## src/cle_pkg.sv

```systemverilog
`timescale 1ns / 1ps
// cle_pkg: shared constants, types and helpers of the C string literal encoder
// depends on nothing; imported by every module of the block

package cle_pkg;

	localparam int LINE_BYTES = 64;
	localparam int COL_W      = (LINE_BYTES > 1) ? $clog2(LINE_BYTES) : 1;
	localparam int CHAR_W     = 8;
	localparam int MAX_RUN    = 7;
	localparam int CNT_W      = $clog2(MAX_RUN + 1);

	localparam logic FUNC_DATA = 1'b0;
	localparam logic FUNC_EOS  = 1'b1;

	localparam logic [CHAR_W-1:0] CH_QUOTE  = 8'h22;
	localparam logic [CHAR_W-1:0] CH_BSLASH = 8'h5C;
	localparam logic [CHAR_W-1:0] CH_N      = 8'h6E;
	localparam logic [CHAR_W-1:0] CH_X      = 8'h78;
	localparam logic [CHAR_W-1:0] CH_LF     = 8'h0A;
	localparam logic [CHAR_W-1:0] CH_CR     = 8'h0D;
	localparam logic [CHAR_W-1:0] CH_TAB    = 8'h09;
	localparam logic [CHAR_W-1:0] CH_SPACE  = 8'h20;
	localparam logic [CHAR_W-1:0] CH_TILDE  = 8'h7E;
	localparam logic [CHAR_W-1:0] CH_ZERO   = 8'h30;
	localparam logic [CHAR_W-1:0] CH_A      = 8'h41;

	typedef struct packed {
		logic [MAX_RUN-1:0][CHAR_W-1:0] chars;
		logic [CNT_W-1:0]               count;
	} run_t;

	function automatic logic [CHAR_W-1:0] hex_digit(input logic [3:0] v);
		logic [CHAR_W-1:0] r;
		if (v < 4'd10) begin
			r = CH_ZERO + CHAR_W'(v);
		end else begin
			r = CH_A + CHAR_W'(v - 4'd10);
		end
		return r;
	endfunction

endpackage

```

## src/cle_in_if.sv

```systemverilog
`timescale 1ns / 1ps
// cle_in_if, cle_out_if, cle_cfg_if: valid/ready channels of the encoder
// depends on cle_pkg for widths

interface cle_in_if
	import cle_pkg::*;
();
	logic              valid;
	logic              ready;
	logic              func;
	logic [CHAR_W-1:0] data_byte;

	modport source (output valid, output func, output data_byte, input ready);
	modport sink (input valid, input func, input data_byte, output ready);
endinterface

interface cle_out_if
	import cle_pkg::*;
();
	logic              valid;
	logic              ready;
	logic [CHAR_W-1:0] out_char;
	logic              last_of_run;

	modport source (output valid, output out_char, output last_of_run, input ready);
	modport sink (input valid, input out_char, input last_of_run, output ready);
endinterface

interface cle_cfg_if;
	logic valid;
	logic ready;
	logic hex_mode;

	modport source (output valid, output hex_mode, input ready);
	modport sink (input valid, input hex_mode, output ready);
endinterface

```

## src/c_string_literal_encoder_core.sv

```systemverilog
`timescale 1ns / 1ps
// Turns a byte stream into C string literal text, one character per output transfer.
// An input item is taken whenever the run register is empty or is handing out its
// last character, so runs never overlap; an item that produces none (a dropped
// carriage return, or a stream end with nothing owed) is still taken and loads an
// empty run. A run is at most seven characters: in hex mode four per byte, one more
// for the opening quote of a segment and two more at each line break. The single
// output port, one character per cycle while out_ch.ready is high, sets the pace.
// hex_mode is written through the configuration channel, which is always ready.
// Depends on cle_pkg, the channel interfaces, cle_encoder and cle_serializer.

module c_string_literal_encoder_core
	import cle_pkg::*;
(
	input  logic      clk,
	input  logic      arst_n,
	cle_cfg_if.sink   cfg_ch,
	cle_in_if.sink    in_ch,
	cle_out_if.source out_ch
);

	logic hex_mode_q;
	logic room;
	logic accept;
	run_t run;

	assign cfg_ch.ready = 1'b1;
	assign in_ch.ready  = room;
	assign accept       = in_ch.valid && room;

	always_ff @(posedge clk or negedge arst_n) begin
		if (!arst_n) begin
			hex_mode_q <= 1'b0;
		end else if (cfg_ch.valid) begin
			hex_mode_q <= cfg_ch.hex_mode;
		end
	end

	cle_encoder u_encoder (
		.clk       (clk),
		.arst_n    (arst_n),
		.accept    (accept),
		.func      (in_ch.func),
		.data_byte (in_ch.data_byte),
		.hex_mode  (hex_mode_q),
		.run       (run)
	);

	cle_serializer u_serializer (
		.clk    (clk),
		.arst_n (arst_n),
		.load   (accept),
		.run    (run),
		.room   (room),
		.out_ch (out_ch)
	);

endmodule

```

## src/cle_encoder.sv

```systemverilog
`timescale 1ns / 1ps
// cle_encoder: literal state registers and the per-byte character run builder
// depends on cle_pkg

module cle_encoder
	import cle_pkg::*;
(
	input  logic              clk,
	input  logic              arst_n,
	input  logic              accept,
	input  logic              func,
	input  logic [CHAR_W-1:0] data_byte,
	input  logic              hex_mode,
	output run_t              run
);

	logic             open_owed_q;
	logic             close_owed_q;
	logic [COL_W-1:0] column_q;
	logic             open_owed_d;
	logic             close_owed_d;
	logic [COL_W-1:0] column_d;

	always_comb begin
		logic [CNT_W-1:0] n;
		logic             printable;
		logic [COL_W:0]   col_inc;
		n            = '0;
		run.chars    = '0;
		open_owed_d  = open_owed_q;
		close_owed_d = close_owed_q;
		column_d     = column_q;
		printable    = (data_byte inside {[CH_SPACE:CH_TILDE], CH_TAB});
		col_inc      = {1'b0, column_q} + (COL_W+1)'(1);
		if (func == FUNC_EOS) begin
			if (close_owed_q) begin
				run.chars[n] = CH_QUOTE;
				n = n + 1'b1;
			end
			open_owed_d  = 1'b1;
			close_owed_d = 1'b1;
			column_d     = '0;
		end else begin
			if (open_owed_q) begin
				run.chars[n] = CH_QUOTE;
				n = n + 1'b1;
				open_owed_d  = 1'b0;
				close_owed_d = 1'b1;
			end
			if (!hex_mode && printable) begin
				if (data_byte == CH_QUOTE || data_byte == CH_BSLASH) begin
					run.chars[n] = CH_BSLASH;
					n = n + 1'b1;
				end
				run.chars[n] = data_byte;
				n = n + 1'b1;
			end else if (!hex_mode && data_byte == CH_CR) begin
				n = n;
			end else if (!hex_mode && data_byte == CH_LF) begin
				run.chars[n] = CH_BSLASH;
				n = n + 1'b1;
				run.chars[n] = CH_N;
				n = n + 1'b1;
				run.chars[n] = CH_QUOTE;
				n = n + 1'b1;
				run.chars[n] = CH_LF;
				n = n + 1'b1;
				close_owed_d = 1'b0;
				open_owed_d  = 1'b1;
			end else begin
				run.chars[n] = CH_BSLASH;
				n = n + 1'b1;
				run.chars[n] = CH_X;
				n = n + 1'b1;
				run.chars[n] = hex_digit(data_byte[7:4]);
				n = n + 1'b1;
				run.chars[n] = hex_digit(data_byte[3:0]);
				n = n + 1'b1;
				if (hex_mode) begin
					column_d = col_inc[COL_W-1:0];
					if (col_inc == (COL_W+1)'(LINE_BYTES)) begin
						run.chars[n] = CH_QUOTE;
						n = n + 1'b1;
						run.chars[n] = CH_LF;
						n = n + 1'b1;
						close_owed_d = 1'b0;
						open_owed_d  = 1'b1;
						column_d     = '0;
					end
				end
			end
		end
		run.count = n;
	end

	always_ff @(posedge clk or negedge arst_n) begin
		if (!arst_n) begin
			open_owed_q  <= 1'b1;
			close_owed_q <= 1'b1;
			column_q     <= '0;
		end else if (accept) begin
			open_owed_q  <= open_owed_d;
			close_owed_q <= close_owed_d;
			column_q     <= column_d;
		end
	end

endmodule

```

## src/cle_serializer.sv

```systemverilog
`timescale 1ns / 1ps
// cle_serializer: run register that shifts out one character per transfer
// depends on cle_pkg and cle_out_if

module cle_serializer
	import cle_pkg::*;
(
	input  logic             clk,
	input  logic             arst_n,
	input  logic             load,
	input  run_t             run,
	output logic             room,
	cle_out_if.source        out_ch
);

	logic [MAX_RUN-1:0][CHAR_W-1:0] chars_q;
	logic [CNT_W-1:0]               count_q;
	logic                           xfer;

	assign xfer               = out_ch.valid && out_ch.ready;
	assign out_ch.valid       = (count_q != '0);
	assign out_ch.out_char    = chars_q[0];
	assign out_ch.last_of_run = (count_q == CNT_W'(1));
	assign room               = (count_q == '0) || (count_q == CNT_W'(1) && out_ch.ready);

	always_ff @(posedge clk or negedge arst_n) begin
		if (!arst_n) begin
			count_q <= '0;
		end else if (load) begin
			count_q <= run.count;
		end else if (xfer) begin
			count_q <= count_q - 1'b1;
		end
	end

	always_ff @(posedge clk) begin
		if (load) begin
			chars_q <= run.chars;
		end else if (xfer) begin
			chars_q <= {CHAR_W'(0), chars_q[MAX_RUN-1:1]};
		end
	end

endmodule
```

## src/flat_wrapper.sv

```systemverilog
// flat-port wrapper written by rule: the top's interface ports become plain ports
module c_string_literal_encoder_core_flat import cle_pkg::*;
  (clk, arst_n, cfg_ch_valid, cfg_ch_hex_mode, cfg_ch_ready, in_ch_valid, in_ch_func, in_ch_data_byte, in_ch_ready, out_ch_valid, out_ch_out_char, out_ch_last_of_run, out_ch_ready);
  cle_cfg_if cfg_ch_i ();
  cle_in_if in_ch_i ();
  cle_out_if out_ch_i ();
  input  logic clk;
  input  logic arst_n;
  input wire logic [$bits(cfg_ch_i.valid)-1:0] cfg_ch_valid;
  input wire logic [$bits(cfg_ch_i.hex_mode)-1:0] cfg_ch_hex_mode;
  output wire logic [$bits(cfg_ch_i.ready)-1:0] cfg_ch_ready;
  input wire logic [$bits(in_ch_i.valid)-1:0] in_ch_valid;
  input wire logic [$bits(in_ch_i.func)-1:0] in_ch_func;
  input wire logic [$bits(in_ch_i.data_byte)-1:0] in_ch_data_byte;
  output wire logic [$bits(in_ch_i.ready)-1:0] in_ch_ready;
  output wire logic [$bits(out_ch_i.valid)-1:0] out_ch_valid;
  output wire logic [$bits(out_ch_i.out_char)-1:0] out_ch_out_char;
  output wire logic [$bits(out_ch_i.last_of_run)-1:0] out_ch_last_of_run;
  input wire logic [$bits(out_ch_i.ready)-1:0] out_ch_ready;
  assign cfg_ch_i.valid = cfg_ch_valid;
  assign cfg_ch_i.hex_mode = cfg_ch_hex_mode;
  assign cfg_ch_ready = cfg_ch_i.ready;
  assign in_ch_i.valid = in_ch_valid;
  assign in_ch_i.func = in_ch_func;
  assign in_ch_i.data_byte = in_ch_data_byte;
  assign in_ch_ready = in_ch_i.ready;
  assign out_ch_valid = out_ch_i.valid;
  assign out_ch_out_char = out_ch_i.out_char;
  assign out_ch_last_of_run = out_ch_i.last_of_run;
  assign out_ch_i.ready = out_ch_ready;
  c_string_literal_encoder_core u_core (.clk(clk), .arst_n(arst_n), .cfg_ch(cfg_ch_i), .in_ch(in_ch_i), .out_ch(out_ch_i));
endmodule
```

## config.mk

```make
export PLATFORM = sky130hd
export DESIGN_NAME = c_string_literal_encoder_core_flat
export DESIGN_NICKNAME = d
export VERILOG_FILES = /design/src/cle_pkg.sv /design/src/cle_in_if.sv /design/src/c_string_literal_encoder_core.sv /design/src/cle_encoder.sv /design/src/cle_serializer.sv /design/src/flat_wrapper.sv
export SDC_FILE = /design/constraint.sdc
export NUM_CORES = 1
export LEC_CHECK = 0
export BUFFER_PORTS_ARGS = -buffer_cell sky130_fd_sc_hd__buf_2
export CAP_MARGIN = 20
export CORE_ASPECT_RATIO = 1.75
export CORE_MARGIN = 10
export CORE_UTILIZATION = 61
export DETAILED_ROUTE_END_ITERATION = 8
export PLACE_DENSITY_LB_ADDON = 0.1
export SLEW_MARGIN = 30
export SYNTH_ARGS = -nofsm -noshare
export SYNTH_HDL_FRONTEND = slang
export SYNTH_SLANG_ARGS = --single-unit
```

## constraint.sdc

```tcl
create_clock -name clk -period 3.7 [get_ports clk]
set_clock_uncertainty 0.15 [all_clocks]
set_input_delay 0.185 -clock clk [delete_from_list [all_inputs] [get_ports clk]]
set_output_delay 0.185 -clock clk [all_outputs]
set_load 0.005 [all_outputs]
```

==> results.md <==
- Post-route clock period utilization: approximately 75%
- GP Congestion: 1.02
- Synth area leaders: edfxtp_1 (36%), ha_1 (7.5%), dfrtp_1 (6.8%), nand2_1 (5.4%), o21ai_0 (3.1%)
- CP max FO: 10
- DP Cell Count: ~470
- Port Buf Inserts: 25
- Worst-path clk slew: ~100 ps
- Detailed Place HPWL: 6790 um
- Number of flops mapped to enable cells by yosys: 44
- H-tree levels: 2
- Grt total ovfl: 0
- # fillers: 516
- Worst Path Buf+Inv: 1
- Non-Filler Instances: 480
- Ys flop type: edfxtp_1
- DR WL/cell: 19.6 um
- CTS root buf: clkbuf_8
- Worst vdd ir: around 0.45 mV
- Detailed Route WL: 9380 um
- Std-Cell Core Area: around 6000 sq um
- CP max stage delay: 450 ps
- DR iter-0 viols: ~280
- Initial core utilization: a little over three fifths
- Die height: approximately 120 um
- Utilization after layout: 67.0%
- CTS tree: built
- Via count: a little over 3000
- Area Overhead vs Synth: 6.82%
- Min-delay worst type: input pin to flip-flop
- Post-route DRC violation count: 0
- Fraction of registers with async set/reset: roughly 21%
- CP Launch Type: flip-flop
- Final net count: around 440
- Slew Viols, Final: 0
- Largest net degree at the start of global routing: 49
- Leading area contributor after synthesis: edfxtp_1
- Final Setup Violations: 0
- DRT Pass-1 Iters: 8
- Worst Path Required: between 3000 and 4000 ps
- Crit-path slowest cell: nor2_1
- Global-route wire length before repair: about 15000 um
- CP Capture Type: flip-flop
- Netlist cell types: between 60 and 70
- Arrival @ worst endpoint: about 2800 ps
- Routed vias/inst: between 6 and 7
- Crit path max-delay family: simple AND/OR/NAND/NOR gates
- Antenna violations before repair: 0
- Seq/Total Area, Yosys: between 40% and 50%
- #FFs+latches synth: 56
- I/O pin cnt: 27
- Status: finished, final reports clean
- Row cnt: 37
- Post-synth top area share: 35.8%
- Crit Path Category: flip-flop to flip-flop
- Cells after Synth: roughly 390
- Total CTS buffers: 5
- MaxCap Viol Count: 0
- Vias in the first global route: between 2000 and 3000
- Total GRT Usage: just under 20%
- Power per standard cell area: 643 nW/um^2
- Minimum clock period: between 2000 and 3000 ps
- PostCTS Resize Cnt: 0
- Syn Area/Cell: between 9 and 10 sq um
- Setup TNS: 0 ps
- Crit-path cells: inv_1 -> ha_1 -> a21o_1 -> and3_1 -> nand2_1 -> nor2_1 -> o221ai_1 -> nand2_1
- RSZ-0062 raised after global routing: false
- Clock buffer depth: 2
- Footprint of the multi-input gates: between 1500 and 2000 sq um
- Slew @ Worst Pin: 737 ps
- Leakage Power: approximately 0.0016 uW
- Share of layout cells above drive strength 1: approximately an eighth
- FF+latch area: about 1600 sq um
- Clk sinks: 56
- Fin. Hold Viols: 0
- Syn. warnings: 0
- Die width: between 70 and 80 um
- Max Fclk: 359 MHz
- Diode count: 0
- Die ar.: between 9000 and 10000 sq um
- Skew-Pair Late Insertion Delay: 320 ps
- Critical path's most frequent cell: nand2_1
- Synth Cell Area: ~3700 sq um
- Final ANT Viol Nets: 0
- Worst slew margin: 50.9%
-- state kept, by name, indices dropped and copies added (netlist names) --
register,cells
u_core.u_serializer.out_ch.out_char,8
u_core.u_encoder.column_q,6
u_core.u_serializer.count_q,3
u_core.u_encoder.open_owed_q,1
u_core.u_encoder.close_owed_q,1
u_core.hex_mode_q,1
u_core.u_serializer.chars_q,36
-- metrics by stage --
step	power, uW	worst slack, ps	instance area (sq um)	hold WS (ps)
global placement	2100	689	3790	-71.8
CTS	2530	784	3930	70.8
floorplan	1870	1160	3690	-261
finish	2530	912	3940	72.6
detailed placement	2130	571	3790	-71.8
global route	2720	694	3940	115
-- power breakdown --
group	internal (uW)	switching, uW
combinational	387	599
sequential	1030	107
clock	205	204
total	1620	909
-- kinds of logic after synthesis --
family / Yosys count / synth area share [%]
simple gates: 138 / 18.4
fa+ha+maj: 22 / 7.47
flops: 56 / 44.0
other cells: 2 / 0.204
xor+xnor: 7 / 1.66
mux: 9 / 2.54
compound gates: 106 / 19.1
buf+inv: 52 / 6.65
-- repair_timing --
item                      CTS  global route
setup buffers               0             0
hold buffers                3             0
hold endpoints to repair   13             0
-- Yosys cell counts, types with 3 or more instances --
master and n:
mux2_2 3, nor2b_1 5, nand4_1 3, edfxtp_1 44, clkbuf_1 13, dfrtp_1 10
o21ai_0 23, nand2_1 53, o311ai_1 3, nor2_1 24, inv_1 18, a21oi_1 20
o211ai_1 3, a21boi_0 3, xnor2_1 3, nand3_1 16, buf_2 7, a221o_1 3
mux2i_1 6, and2_1 5, ha_1 22, a31oi_1 3, nor3_1 9, nand3b_1 3
o21ai_1 14, a22o_1 9, a32oi_1 3, and3_1 6, xor2_1 4, buf_4 11
-- placed cells by master, fill, tap and decap left out, drive strengths merged, types with 3 or more instances in the layout --
master       netlist  final
nand3b             3      3
nand4              3      3
o21ai             37     37
nor2              25     25
edfxtp            44     44
a31oi              3      3
mux2               3      3
a22o               9      9
o311ai             3      3
inv               19     20
mux2i              6      6
ha                22     22
a21oi             21     21
dlygate4sd3        0      3
clkbuf            13      6
buf               19     30
nand2             54     54
a32oi              3      3
nand3             17     17
dfrtp             10     10
nor2b              5      5
nor3              10     10
xnor2              3      3
and2               6      6
a21boi             3      3
a221o              3      3
xor2               4      4
and3               6      6
conb               2      3
o211ai             3      3
-- metal layers --
| layer | routed length, um | vias up | track usage (%) |
|---|---|---|---|
| met5 | 0 | - | 0 |
| met4 | 576 | 0 | 13.6 |
| met3 | 603 | 36 | 3.88 |
| met2 | 4830 | 136 | 34.8 |
| met1 | 3380 | 1446 | 20.7 |
| li1 | - | 1428 | - |
-- layout make-up --
cell class	instances	area share (%)
clock buffer	6	1.84
clock inverter	2	0.985
inverter	20	1.91
multi-input combinational	285	46.7
sequential	56	41.2
tap	78	2.48
timing repair buffer	33	4.89
-- path summary, 6_finish.rpt --
check / depth (start not counted) / slack, ps / startpoint / to
worst max-delay path: 8 / 910 / u_core.u_serializer.count_q[0]$_DFFE_PN0P_ / u_core.u_serializer.chars_q[33]$_DFFE_PP_
worst min-delay path: 3 / 70 / out_ch_ready / u_core.u_serializer.count_q[2]$_DFFE_PN0P_
worst max register to register: 8 / 910 / u_core.u_serializer.count_q[0]$_DFFE_PN0P_ / u_core.u_serializer.chars_q[33]$_DFFE_PP_
worst min register to register: 2 / 380 / u_core.u_serializer.chars_q[41]$_DFFE_PP_ / u_core.u_serializer.chars_q[33]$_DFFE_PP_
max in group asynchronous: 2 / 3020 / arst_n / u_core.u_encoder.close_owed_q$_DFFE_PN1P_
min in group asynchronous: 2 / 110 / arst_n / u_core.u_encoder.column_q[3]$_DFFE_PN0P_
-- worst reg2reg max path, cell delays in order (launching register included) --
cell and delay [ps]:
dfrtp_1 420, inv_1 100, ha_1 220, a21o_1 150
and3_1 400, nand2_1 320, nor2_1 450, o221ai_1 310
nand2_1 130
No activity file was read; power rests on OpenSTA's default activity.
